`src/rtl/mitau_pkg.sv`:
```
// Shared types and codes for the MPLS/IPv4 TTL action unit.
`default_nettype none

package mitau_pkg;

   typedef enum logic [2:0] {
      ACT_SET_MPLS_TTL = 3'd0,
      ACT_DEC_MPLS_TTL = 3'd1,
      ACT_COPY_OUT     = 3'd2,
      ACT_COPY_IN      = 3'd3,
      ACT_SET_IP_TTL   = 3'd4,
      ACT_DEC_IP_TTL   = 3'd5
   } action_type;

   typedef enum logic [1:0] {
      STAT_OK      = 2'd0,
      STAT_NO_MPLS = 2'd1,
      STAT_NO_IPV4 = 2'd2,
      STAT_NO_ROOM = 2'd3
   } status_type;

   localparam int unsigned TTL_W   = 8;
   localparam int unsigned LABEL_W = 32;
   localparam int unsigned CSUM_W  = 16;
   localparam int unsigned S_BIT   = 8;

   typedef struct packed {
      logic [2:0]         req_type;
      logic               has_mpls;
      logic               has_ipv4;
      logic               room_for_ipv4;
      logic [LABEL_W-1:0] outer_label_word;
      logic [LABEL_W-1:0] inner_label_word;
      logic [TTL_W-1:0]   ip_ttl_in;
      logic [TTL_W-1:0]   ip_protocol;
      logic [CSUM_W-1:0]  ip_checksum_in;
      logic [TTL_W-1:0]   ttl_value;
   } req_type_type;

   typedef struct packed {
      logic [LABEL_W-1:0] outer_label_out;
      logic [LABEL_W-1:0] inner_label_out;
      logic [TTL_W-1:0]   ip_ttl_out;
      logic [CSUM_W-1:0]  ip_checksum_out;
      logic [1:0]         action_status;
   } rsp_type;

endpackage

`default_nettype wire

```
`src/rtl/mitau_ifs.sv`:
```
// Valid/ready channel interfaces for the TTL action unit request and response.
`default_nettype none

interface mitau_req_if
   import mitau_pkg::*;
();
   logic         valid;
   logic         ready;
   req_type_type payload;

   modport source (output valid, output payload, input ready);
   modport sink   (input valid, input payload, output ready);
endinterface

interface mitau_rsp_if
   import mitau_pkg::*;
();
   logic    valid;
   logic    ready;
   rsp_type payload;

   modport source (output valid, output payload, input ready);
   modport sink   (input valid, input payload, output ready);
endinterface

`default_nettype wire

```
`src/rtl/mpls_ipv4_ttl_action_unit.sv`:
```
// Top level: applies one MPLS or IPv4 TTL action per request, two-register pipeline.
//
// Usage:
//   req_chan carries one action request per transfer: the action code, header
//   presence flags and the already parsed MPLS words and IPv4 TTL/protocol/
//   checksum. rsp_chan returns exactly one result per request, in order: the
//   rewritten label words, IPv4 TTL, incrementally updated checksum
//   (RFC 1624) and a status code.
//   Path: a transferred request is written into the input register, then
//   the action logic feeds the response register, whose output drives
//   rsp_chan.valid and the response payload.
//   Throughput: one request per cycle, sustained, as long as rsp_chan takes
//   one response per cycle; the action logic is a single pass between the two
//   registers with no state carried from one request to the next.
//   Stall: when rsp_chan.ready is low the response register holds; the input
//   register still takes one more request, then req_chan.ready drops until
//   the response is taken.
//   Reset (synchronous, active high): both pipeline stages are emptied;
//   nothing else is held, so the unit is ready the cycle after reset.
`default_nettype none

module mpls_ipv4_ttl_action_unit
   import mitau_pkg::*;
(
   input  wire logic        clock,
   input  wire logic        reset,
   mitau_req_if.sink        req_chan,
   mitau_rsp_if.source      rsp_chan
);

   // stage 1: captured request
   logic         s1_valid_ff, s1_valid_in;
   req_type_type s1_data_ff;

   // stage 2: response register
   logic         rsp_valid_ff, rsp_valid_in;
   rsp_type      rsp_data_ff, rsp_data_in;

   logic req_xfer;
   logic s2_load;

   assign s2_load        = s1_valid_ff && (!rsp_valid_ff || rsp_chan.ready);
   assign req_chan.ready = !s1_valid_ff || s2_load;
   assign req_xfer       = req_chan.valid && req_chan.ready;

   always_comb begin
      s1_valid_in = s1_valid_ff;
      if (req_xfer) begin
         s1_valid_in = 1'b1;
      end else if (s2_load) begin
         s1_valid_in = 1'b0;
      end
   end

   always_comb begin
      rsp_valid_in = rsp_valid_ff;
      if (s2_load) begin
         rsp_valid_in = 1'b1;
      end else if (rsp_chan.ready) begin
         rsp_valid_in = 1'b0;
      end
   end

   always_ff @(posedge clock) begin
      if (reset) begin
         s1_valid_ff  <= 1'b0;
         rsp_valid_ff <= 1'b0;
      end else begin
         s1_valid_ff  <= s1_valid_in;
         rsp_valid_ff <= rsp_valid_in;
      end
   end

   // payload registers, no reset needed
   always_ff @(posedge clock) begin
      if (req_xfer) begin
         s1_data_ff <= req_chan.payload;
      end
      if (s2_load) begin
         rsp_data_ff <= rsp_data_in;
      end
   end

   // ---------------- action logic ----------------
   logic [TTL_W-1:0]   outer_ttl;
   logic [TTL_W-1:0]   ip_ttl_new;
   logic               ip_write;
   logic               s_bit;
   logic [CSUM_W-1:0]  old_word;
   logic [CSUM_W-1:0]  new_word;
   logic [CSUM_W+1:0]  csum_sum;
   logic [CSUM_W:0]    csum_fold1;
   logic [CSUM_W-1:0]  csum_fold2;
   logic [CSUM_W-1:0]  csum_new;
   status_type         status;

   assign outer_ttl = s1_data_ff.outer_label_word[TTL_W-1:0];
   assign s_bit     = s1_data_ff.outer_label_word[S_BIT];

   // RFC 1624 eqn 3 over the word {ttl, protocol}
   assign old_word   = {s1_data_ff.ip_ttl_in, s1_data_ff.ip_protocol};
   assign new_word   = {ip_ttl_new, s1_data_ff.ip_protocol};
   assign csum_sum   = {2'b00, ~s1_data_ff.ip_checksum_in} + {2'b00, ~old_word}
                       + {2'b00, new_word};
   assign csum_fold1 = {1'b0, csum_sum[CSUM_W-1:0]} + {{(CSUM_W-1){1'b0}},
                       csum_sum[CSUM_W+1:CSUM_W]};
   assign csum_fold2 = csum_fold1[CSUM_W-1:0] + {{(CSUM_W-1){1'b0}}, csum_fold1[CSUM_W]};
   assign csum_new   = ~csum_fold2;

   always_comb begin
      rsp_data_in.outer_label_out = s1_data_ff.outer_label_word;
      rsp_data_in.inner_label_out = s1_data_ff.inner_label_word;
      ip_ttl_new                  = s1_data_ff.ip_ttl_in;
      ip_write                    = 1'b0;
      status                      = STAT_OK;

      case (action_type'(s1_data_ff.req_type))
         ACT_SET_MPLS_TTL: begin
            if (!s1_data_ff.has_mpls) begin
               status = STAT_NO_MPLS;
            end else begin
               rsp_data_in.outer_label_out[TTL_W-1:0] = s1_data_ff.ttl_value;
            end
         end
         ACT_DEC_MPLS_TTL: begin
            if (!s1_data_ff.has_mpls) begin
               status = STAT_NO_MPLS;
            end else if (outer_ttl != '0) begin
               rsp_data_in.outer_label_out[TTL_W-1:0] = outer_ttl - TTL_W'(1);
            end
         end
         ACT_COPY_OUT: begin
            if (!s1_data_ff.has_mpls) begin
               status = STAT_NO_MPLS;
            end else if (!s_bit) begin
               rsp_data_in.outer_label_out[TTL_W-1:0] =
                  s1_data_ff.inner_label_word[TTL_W-1:0];
            end else if (s1_data_ff.room_for_ipv4) begin
               rsp_data_in.outer_label_out[TTL_W-1:0] = s1_data_ff.ip_ttl_in;
            end else begin
               status = STAT_NO_ROOM;
            end
         end
         ACT_COPY_IN: begin
            if (!s1_data_ff.has_mpls) begin
               status = STAT_NO_MPLS;
            end else if (!s_bit) begin
               rsp_data_in.inner_label_out[TTL_W-1:0] = outer_ttl;
            end else if (s1_data_ff.room_for_ipv4) begin
               ip_ttl_new = outer_ttl;
               ip_write   = 1'b1;
            end else begin
               status = STAT_NO_ROOM;
            end
         end
         ACT_SET_IP_TTL: begin
            if (!s1_data_ff.has_ipv4) begin
               status = STAT_NO_IPV4;
            end else begin
               ip_ttl_new = s1_data_ff.ttl_value;
               ip_write   = 1'b1;
            end
         end
         ACT_DEC_IP_TTL: begin
            if (!s1_data_ff.has_ipv4) begin
               status = STAT_NO_IPV4;
            end else if (s1_data_ff.ip_ttl_in != '0) begin
               // checksum left alone when the TTL is already zero
               ip_ttl_new = s1_data_ff.ip_ttl_in - TTL_W'(1);
               ip_write   = 1'b1;
            end
         end
         default: begin
         end
      endcase

      rsp_data_in.ip_ttl_out      = ip_write ? ip_ttl_new : s1_data_ff.ip_ttl_in;
      rsp_data_in.ip_checksum_out = ip_write ? csum_new : s1_data_ff.ip_checksum_in;
      rsp_data_in.action_status   = status;
   end

   assign rsp_chan.valid   = rsp_valid_ff;
   assign rsp_chan.payload = rsp_data_ff;

endmodule

`default_nettype wire
```
`src/flat_wrapper.sv`:
```
// flat-port wrapper written by rule: the top's interface ports become plain ports
module mpls_ipv4_ttl_action_unit_flat import mitau_pkg::*;
  (clock, reset, req_chan_valid, req_chan_payload, req_chan_ready, rsp_chan_valid, rsp_chan_payload, rsp_chan_ready);
  mitau_req_if req_chan_i ();
  mitau_rsp_if rsp_chan_i ();
  input  wire logic clock;
  input  wire logic reset;
  input wire logic [$bits(req_chan_i.valid)-1:0] req_chan_valid;
  input wire logic [$bits(req_chan_i.payload)-1:0] req_chan_payload;
  output wire logic [$bits(req_chan_i.ready)-1:0] req_chan_ready;
  output wire logic [$bits(rsp_chan_i.valid)-1:0] rsp_chan_valid;
  output wire logic [$bits(rsp_chan_i.payload)-1:0] rsp_chan_payload;
  input wire logic [$bits(rsp_chan_i.ready)-1:0] rsp_chan_ready;
  assign req_chan_i.valid = req_chan_valid;
  assign req_chan_i.payload = req_chan_payload;
  assign req_chan_ready = req_chan_i.ready;
  assign rsp_chan_valid = rsp_chan_i.valid;
  assign rsp_chan_payload = rsp_chan_i.payload;
  assign rsp_chan_i.ready = rsp_chan_ready;
  mpls_ipv4_ttl_action_unit u_core (.clock(clock), .reset(reset), .req_chan(req_chan_i), .rsp_chan(rsp_chan_i));
endmodule
```
`config.mk`:
```
export PLATFORM = sky130hd
export DESIGN_NAME = mpls_ipv4_ttl_action_unit_flat
export DESIGN_NICKNAME = d
export VERILOG_FILES = /design/src/rtl/mitau_pkg.sv /design/src/rtl/mitau_ifs.sv /design/src/rtl/mpls_ipv4_ttl_action_unit.sv /design/src/flat_wrapper.sv
export SDC_FILE = /design/constraint.sdc
export NUM_CORES = 1
export LEC_CHECK = 0
export BUFFER_PORTS_ARGS = -buffer_cell sky130_fd_sc_hd__buf_4
export CAP_MARGIN = 25
export CELL_PAD_IN_SITES_DETAIL_PLACEMENT = 0
export CELL_PAD_IN_SITES_GLOBAL_PLACEMENT = 1
export CORE_MARGIN = 3
export CORE_UTILIZATION = 47
export CTS_CLUSTER_SIZE = 24
export DETAILED_ROUTE_END_ITERATION = 12
export PLACE_DENSITY = 0.88
export SLEW_MARGIN = 20
export SYNTH_ARGS = -nofsm -noshare
export SYNTH_HDL_FRONTEND = slang
export SYNTH_SLANG_ARGS = --single-unit
```
`constraint.sdc`:
```
create_clock -name clock -period 10.93 [get_ports clock]
set_input_delay 0.5465 -clock clock [delete_from_list [all_inputs] [get_ports clock]]
set_output_delay 0.5465 -clock clock [all_outputs]
set_load 0.05 [all_outputs]
```
==> impl_metrics.py, run 1 <==
metrics = {
    "run_status": {
        "status": "complete, no violations",
    },
    "floorplan": {
        "core_sq_um": 20560,
        "ios": 206,
        "row_count": 52,
        "fp.dieArea_sq_um": 23080,
        "die_h_um": 151.9,
        "die_w_um": 151.9,
        "start_util_pct": 48.68,
    },
    "final_layout": {
        "fin_nets": 1179,
        "final_common_cell": "buf_4",
        "mostFrequentLayoutCells": "buf_4, edfxtp_1, a21oi_1",
        "antennaDiodeCount": 0,
        "stdcell_area_sq_um": 12590,
        "area_growth_pct": 25.77,
        "drive_above_1_share_pct": 25.53,
    },
    "power_and_ir_drop": {
        "irDropWorstVdd_uv": 150.6,
        "total_power_mw": 2.235,
        "power.density_nw_per_um2": 177.6,
        "p_leak_nw": 5.001,
    },
    "route": {
        "drtIter0Drc": 474,
        "vias_per_cell": 5.440,
        "route.detailed.wl_per_inst_um": 17.91,
        "drc_errors": 0,
        "vias": 7116,
        "drtAntennaViolNets": 0,
        "wl_um": 23430,
        "dr.pass1.iters": 5,
    },
    "timing": {
        "setup_viol": 0,
        "rsz0062_at_grt": "no",
        "clock.fmax_mhz": 132.2,
        "max_slew.worst_pin.slew_ns": 0.8934,
        "slew_violations": 0,
        "setup_tns_ns": 0,
        "layout_setup_ws_ns": 3.368,
        "finClkSkew_ns": 0.01049,
        "hold_violations": 0,
        "finalCriticalPeriod_ns": 7.562,
        "fin_crit_sh_pct": 69.19,
        "slew_headroom_pct": 39.60,
    },
    "cts": {
        "post_cts_resized": 0,
        "clk_latency_ns": 0.52,
        "postCtsSetupBuffers": 0,
        "cts_buffers": 22,
        "clockBufferDepth": 3,
        "clkSinkCount": 202,
        "postCtsHoldBufs": 0,
        "cts_root_buffer": "clkbuf_16",
        "path_clk_slew_ns": 0.06,
        "htreeDepth": 1,
        "cts_tree": "built",
    },
    "worst_setup_path": {
        "cp.arrival_ns": 7.91,
        "cp_common_cell": "ha_1",
        "cp-end-kind": "flop",
        "slowest_stage": "edfxtp_1",
        "crit_required_ns": 11.28,
        "cpPeakStageDelay_ns": 0.42,
        "critPathMaxFanout": 7,
        "cp-start-kind": "flop",
        "path_class": "reg2reg",
    },
    "placed_design": {
        "gp_congestion": 0.8994,
        "dpl_cell_area_sq_um": 11880,
        "port_buffers": 205,
        "post-place-ws_ns": 3.396,
        "place_hpwl_um": 17600,
    },
    "grt": {
        "grt_max_degree": 65,
        "grt_pass1_vias": 7012,
        "grt_overflow": 0,
        "grt_usage_pct": 19.91,
        "grt_pass1_wl_um": 37760,
        "antenna_found_initial": 0,
    },
    "logic_synthesis": {
        "synth_nets": 967,
        "yosysUniqueCellTypes": 73,
        "synth_async_sr_flop_share_pct": 0,
        "ys_ff_latch": 202,
        "synth-edff-count": 200,
        "yosysWarnings": 0,
        "avgSynthCellArea_sq_um": 12.36,
        "ys_seq_area_share_pct": 60.41,
        "synthCells": 810,
        "syn_area_sq_um": 10010,
        "ys.flop_type": "edfxtp_1",
    },
    "run": {
        "drv_cap": 0,
    },
    "hold_path": {
        "holdCritPathClass": "in2reg",
    },
}
-- through the flow --
step	hold WS (ns)	cells	utilization (%)
3_3_place_gp	0.4002	1266	57.58
6_report	0.2009	1308	61.22
2_1_floorplan	0.4003	810	-
3_5_place_dp	0.4045	1268	57.77
4_1_cts	0.1835	1308	61.22
5_1_grt	0.1771	1308	61.22
-- registers in the layout, summed over array words and instances (netlist names) --
| name | flops |
|---|---|
| u_core.new_word | 8 |
| u_core.old_word | 8 |
| u_core.outer_ttl | 8 |
| u_core.rsp_chan.payload | 90 |
| u_core.rsp_chan.valid | 1 |
| u_core.rsp_data_in | 48 |
| u_core.s1_data_ff | 38 |
| u_core.s1_valid_ff | 1 |
-- cell families after synthesis --
family,after synthesis,share of synthesized area [%]
xor gates and xnor gates,51,4.726
DFF,202,60.41
AOI/OAI and AO/OA,203,13.53
adders and majority gates,43,5.601
and+or+nand+nor,222,11.36
buffers and inverters,74,2.775
muxes,15,1.600
-- final cells by class --
type	count	area, sq um
Inverter	51	191.4
Fill cell	1731	7973
Clock inverter	14	145.1
Multi-Input combinational cell	534	3695
Tap cell	270	337.8
Sequential cell	202	6046
Timing Repair Buffer	211	1607
Clock buffer	26	565.5
-- critical path: cells and delay by family (launching register included) --
| family | cells | cell delay (ns) |
|---|---|---|
| xor+xnor | 2 | 0.31 |
| fa+ha+maj | 7 | 1.82 |
| buf+inv | 3 | 0.21 |
| flops | 1 | 0.42 |
| simple gates | 12 | 2.62 |
| compound gates | 11 | 2.02 |
-- worst paths after layout --
check	cells past startpoint	to	start	slack [ns]
worst max-delay path	35	u_core.rsp_chan.payload[16]	u_core.new_word[0]	3.37
worst min-delay path	1	u_core.rsp_data_in[72]	req_chan_payload[86]	0.20
worst max register to register	35	u_core.rsp_chan.payload[16]	u_core.new_word[0]	3.37
worst min register to register	0	u_core.rsp_chan.payload[88]	u_core.rsp_data_in[88]	0.41
-- Yosys cell counts, drive strengths merged, types with 9 or more instances --
| master | n | share of area (%) |
|---|---|---|
| a21o | 16 | 1.2 |
| a21oi | 61 | 3.1 |
| a31oi | 9 | 0.56 |
| and3 | 11 | 0.69 |
| clkbuf | 22 | 0.83 |
| edfxtp | 200 | 60 |
| ha | 40 | 5.0 |
| inv | 50 | 1.9 |
| nand2 | 52 | 2.0 |
| nand2b | 12 | 0.75 |
| nand3 | 26 | 1.4 |
| nor2 | 48 | 1.8 |
| nor2b | 12 | 0.75 |
| nor3 | 17 | 0.85 |
| o21ai | 47 | 2.4 |
| o31ai | 9 | 0.68 |
| xnor2 | 32 | 3.0 |
| xor2 | 19 | 1.7 |
-- layer usage --
layer	global-route usage (%)	share of wire, %
met1	27.68	43
met2	31.16	46
met3	6.030	8.8
met4	4.580	2.1
met5	0	0
-- report_power, final --
part / internal (mW) / switching [mW] / leakage (nW)
Sequential: 0.905 / 0.0282 / 1.93
Combinational: 0.229 / 0.357 / 2.72
Clock: 0.420 / 0.295 / 0.345
Total: 1.55 / 0.681 / 5.00
Power figures use the tool's default switching activity.
==> inputs of run 2 (changes only) <==
Settings changed: CORE_UTILIZATION 47 to 40, PLACE_DENSITY 0.88 to 0.8.
Clock period 10.93 ns to 6.4 ns, I/O delays scaled along.
==> run 2 against run 1 <==
The run now ends with negative setup slack left. Routed wire length grew 16%. Core utilization shrank 0.65 points. Maximum frequency grew 18%. Hold slack lost 0.16 ns. Sequential power is 69% higher. Clock skew up 0.0076 ns. Critical path depth up 3. Clock-buffer cell count rose by 6. Via count is 13% higher.
==> impl_metrics.py, run 2 (same netlist as run 1, synthesis figures left out) <==
metrics = {
    "route": {
        "drtAntennaViolNets": 0,
        "wl_um": 27180,
        "vias": 8012,
        "dr.pass1.iters": 5,
        "vias_per_cell": 5.084,
        "route.detailed.wl_per_inst_um": 17.24,
        "drtIter0Drc": 559,
        "drc_errors": 0,
    },
    "floorplan": {
        "row_count": 57,
        "ios": 206,
        "fp.dieArea_sq_um": 26960,
        "die_w_um": 164.2,
        "die_h_um": 164.2,
        "core_sq_um": 24460,
        "start_util_pct": 40.91,
    },
    "timing": {
        "rsz0062_at_grt": "yes",
        "finalCriticalPeriod_ns": 6.429,
        "max_slew.worst_pin.slew_ns": 1.016,
        "setup_viol": 2,
        "fin_crit_sh_pct": 100.4,
        "hold_violations": 0,
        "finClkSkew_ns": 0.01808,
        "layout_setup_ws_ns": -0.02852,
        "slew_violations": 0,
        "slew_headroom_pct": 31.65,
        "clock.fmax_mhz": 155.6,
    },
    "run_status": {
        "status": "complete, but fails checks",
        "violations": "negative setup slack",
    },
    "final_layout": {
        "stdcell_area_sq_um": 14820,
        "layoutNonFillerInstCount": 1576,
        "fin_nets": 1392,
        "final_core_util_pct": 60.57,
        "area_growth_pct": 48.06,
        "final_common_cell": "buf_4",
        "drive_above_1_share_pct": 33.23,
        "antennaDiodeCount": 0,
        "largest_reg_flops": 90,
        "mostFrequentLayoutCells": "buf_4, edfxtp_1, dlygate4sd3_1",
    },
    "hold_path": {
        "holdCritPathClass": "in2reg",
    },
    "worst_setup_path": {
        "cpPeakStageDelay_ns": 0.39,
        "crit_required_ns": 6.64,
        "cp.arrival_ns": 6.67,
        "endpoint": "u_core.rsp_chan.payload[8]",
        "path_class": "reg2reg",
        "critPathBufInv": 6,
        "worstRegToRegCells": 38,
        "r2r-end": "u_core.rsp_chan.payload[8]",
        "cp_common_cell": "a21o_1",
        "worstReg2RegStart": "u_core.s1_data_ff[8]",
        "critPathMaxFanout": 3,
        "slowest_stage": "edfxtp_1",
        "cp-start-kind": "flop",
        "startpoint": "u_core.s1_data_ff[8]",
        "cp_num_cells": 38,
        "r2r_slack_ns": -0.03,
        "critPathTopFamily": "compound AO/OA/AOI/OAI gates",
        "cp-end-kind": "flop",
    },
    "grt": {
        "grt_pass1_vias": 8023,
        "grt_usage_pct": 19.69,
        "grt_overflow": 0,
        "grt_max_degree": 58,
        "grt_pass1_wl_um": 42210,
        "antenna_found_initial": 0,
    },
    "cts": {
        "clockBufferDepth": 3,
        "htreeDepth": 1,
        "clkSinkCount": 202,
        "path_clk_slew_ns": 0.06,
        "cts_root_buffer": "clkbuf_16",
        "cts_buffers": 23,
        "cts_tree": "built",
        "clk_latency_ns": 0.53,
    },
    "placed_design": {
        "place_hpwl_um": 18600,
        "dpl_cell_area_sq_um": 12420,
        "gp_congestion": 0.8727,
        "port_buffers": 205,
        "post-place-ws_ns": -0.1514,
        "dp_cells": 1385,
    },
    "power_and_ir_drop": {
        "total_power_mw": 4.238,
        "p_leak_nw": 6.032,
        "power.density_nw_per_um2": 286.0,
        "irDropWorstVdd_uv": 280.1,
    },
    "run": {
        "drv_cap": 0,
    },
}
## run 2: cell count changes in the layout (fill, tap and decap cells not counted), moves of 5 or more
| cell | change |
|---|---|
| dlygate4sd3_1 | +111 |
| buf_4 | +98 |
| a21oi_1 | -7 |
| a21oi_2 | +6 |
| buf_6 | +5 |
| o21ai_0 | -5 |
## run 2: layout make-up
cell class | count | area, sq um
Fill cell | 1902 | 9644
Sequential cell | 202 | 6046
Multi-Input combinational cell | 534 | 3955
Timing Repair Buffer | 423 | 3472
Clock buffer | 32 | 629.4
Tap cell | 324 | 405.4
Inverter | 51 | 191.4
Clock inverter | 10 | 118.9
## run 2: worst min path at each step
stage	slack [ns]	startpoint	to	cells past startpoint
floorplan	0.39	reset	u_core.rsp_chan.valid	1
global placement	0.40	u_core.rsp_data_in[88]	u_core.rsp_chan.payload[88]	0
detailed placement	0.40	u_core.rsp_data_in[41]	u_core.rsp_chan.payload[41]	0
CTS	0.005	req_chan_valid	u_core.s1_valid_ff	3
global route	0.05	req_chan_valid	u_core.s1_valid_ff	3
finish	0.04	req_chan_valid	u_core.s1_valid_ff	3
## run 2: per-layer routing
layer / track usage (%) / wire length (um) / up-vias
met1: 25.72 / 11330 / 3812
li1: - / - / 3910
met5: 0 / 0 / -
met4: 4.921 / 619 / 0
met2: 32.81 / 13310 / 248
met3: 5.145 / 1922 / 42
## run 2: power breakdown
| part | internal (mW) | switching, mW |
|---|---|---|
| sequential | 1.55 | 0.0377 |
| clock | 0.773 | 0.517 |
| combinational | 0.620 | 0.745 |
## run 2: timing repair
item	in CTS	in global routing
pin swaps	27	32
setup buffers	31	7
hold endpoints to repair	112	0
setup endpoints to repair	6	14
hold buffers	111	0
gates resized for setup	27	31
## run 2: through the flow
stage | hold slack, ns | TNS, ns
6_report | 0.03618 | -0.04283
5_1_grt | 0.05112 | -2.004
4_1_cts | 0.005246 | 0
3_5_place_dp | 0.4045 | -0.4344
3_3_place_gp | 0.4003 | -0.02286
2_1_floorplan | 0.3924 | 0
## run 2: worst register-to-register path: cells and delay by family (launching register included)
| family | cells | cell delay (ns) |
|---|---|---|
| simple gates | 7 | 0.85 |
| xor+xnor | 2 | 0.29 |
| compound gates | 17 | 2.74 |
| fa+ha+maj | 6 | 1.36 |
| buf+inv | 6 | 0.54 |
| flops | 1 | 0.39 |
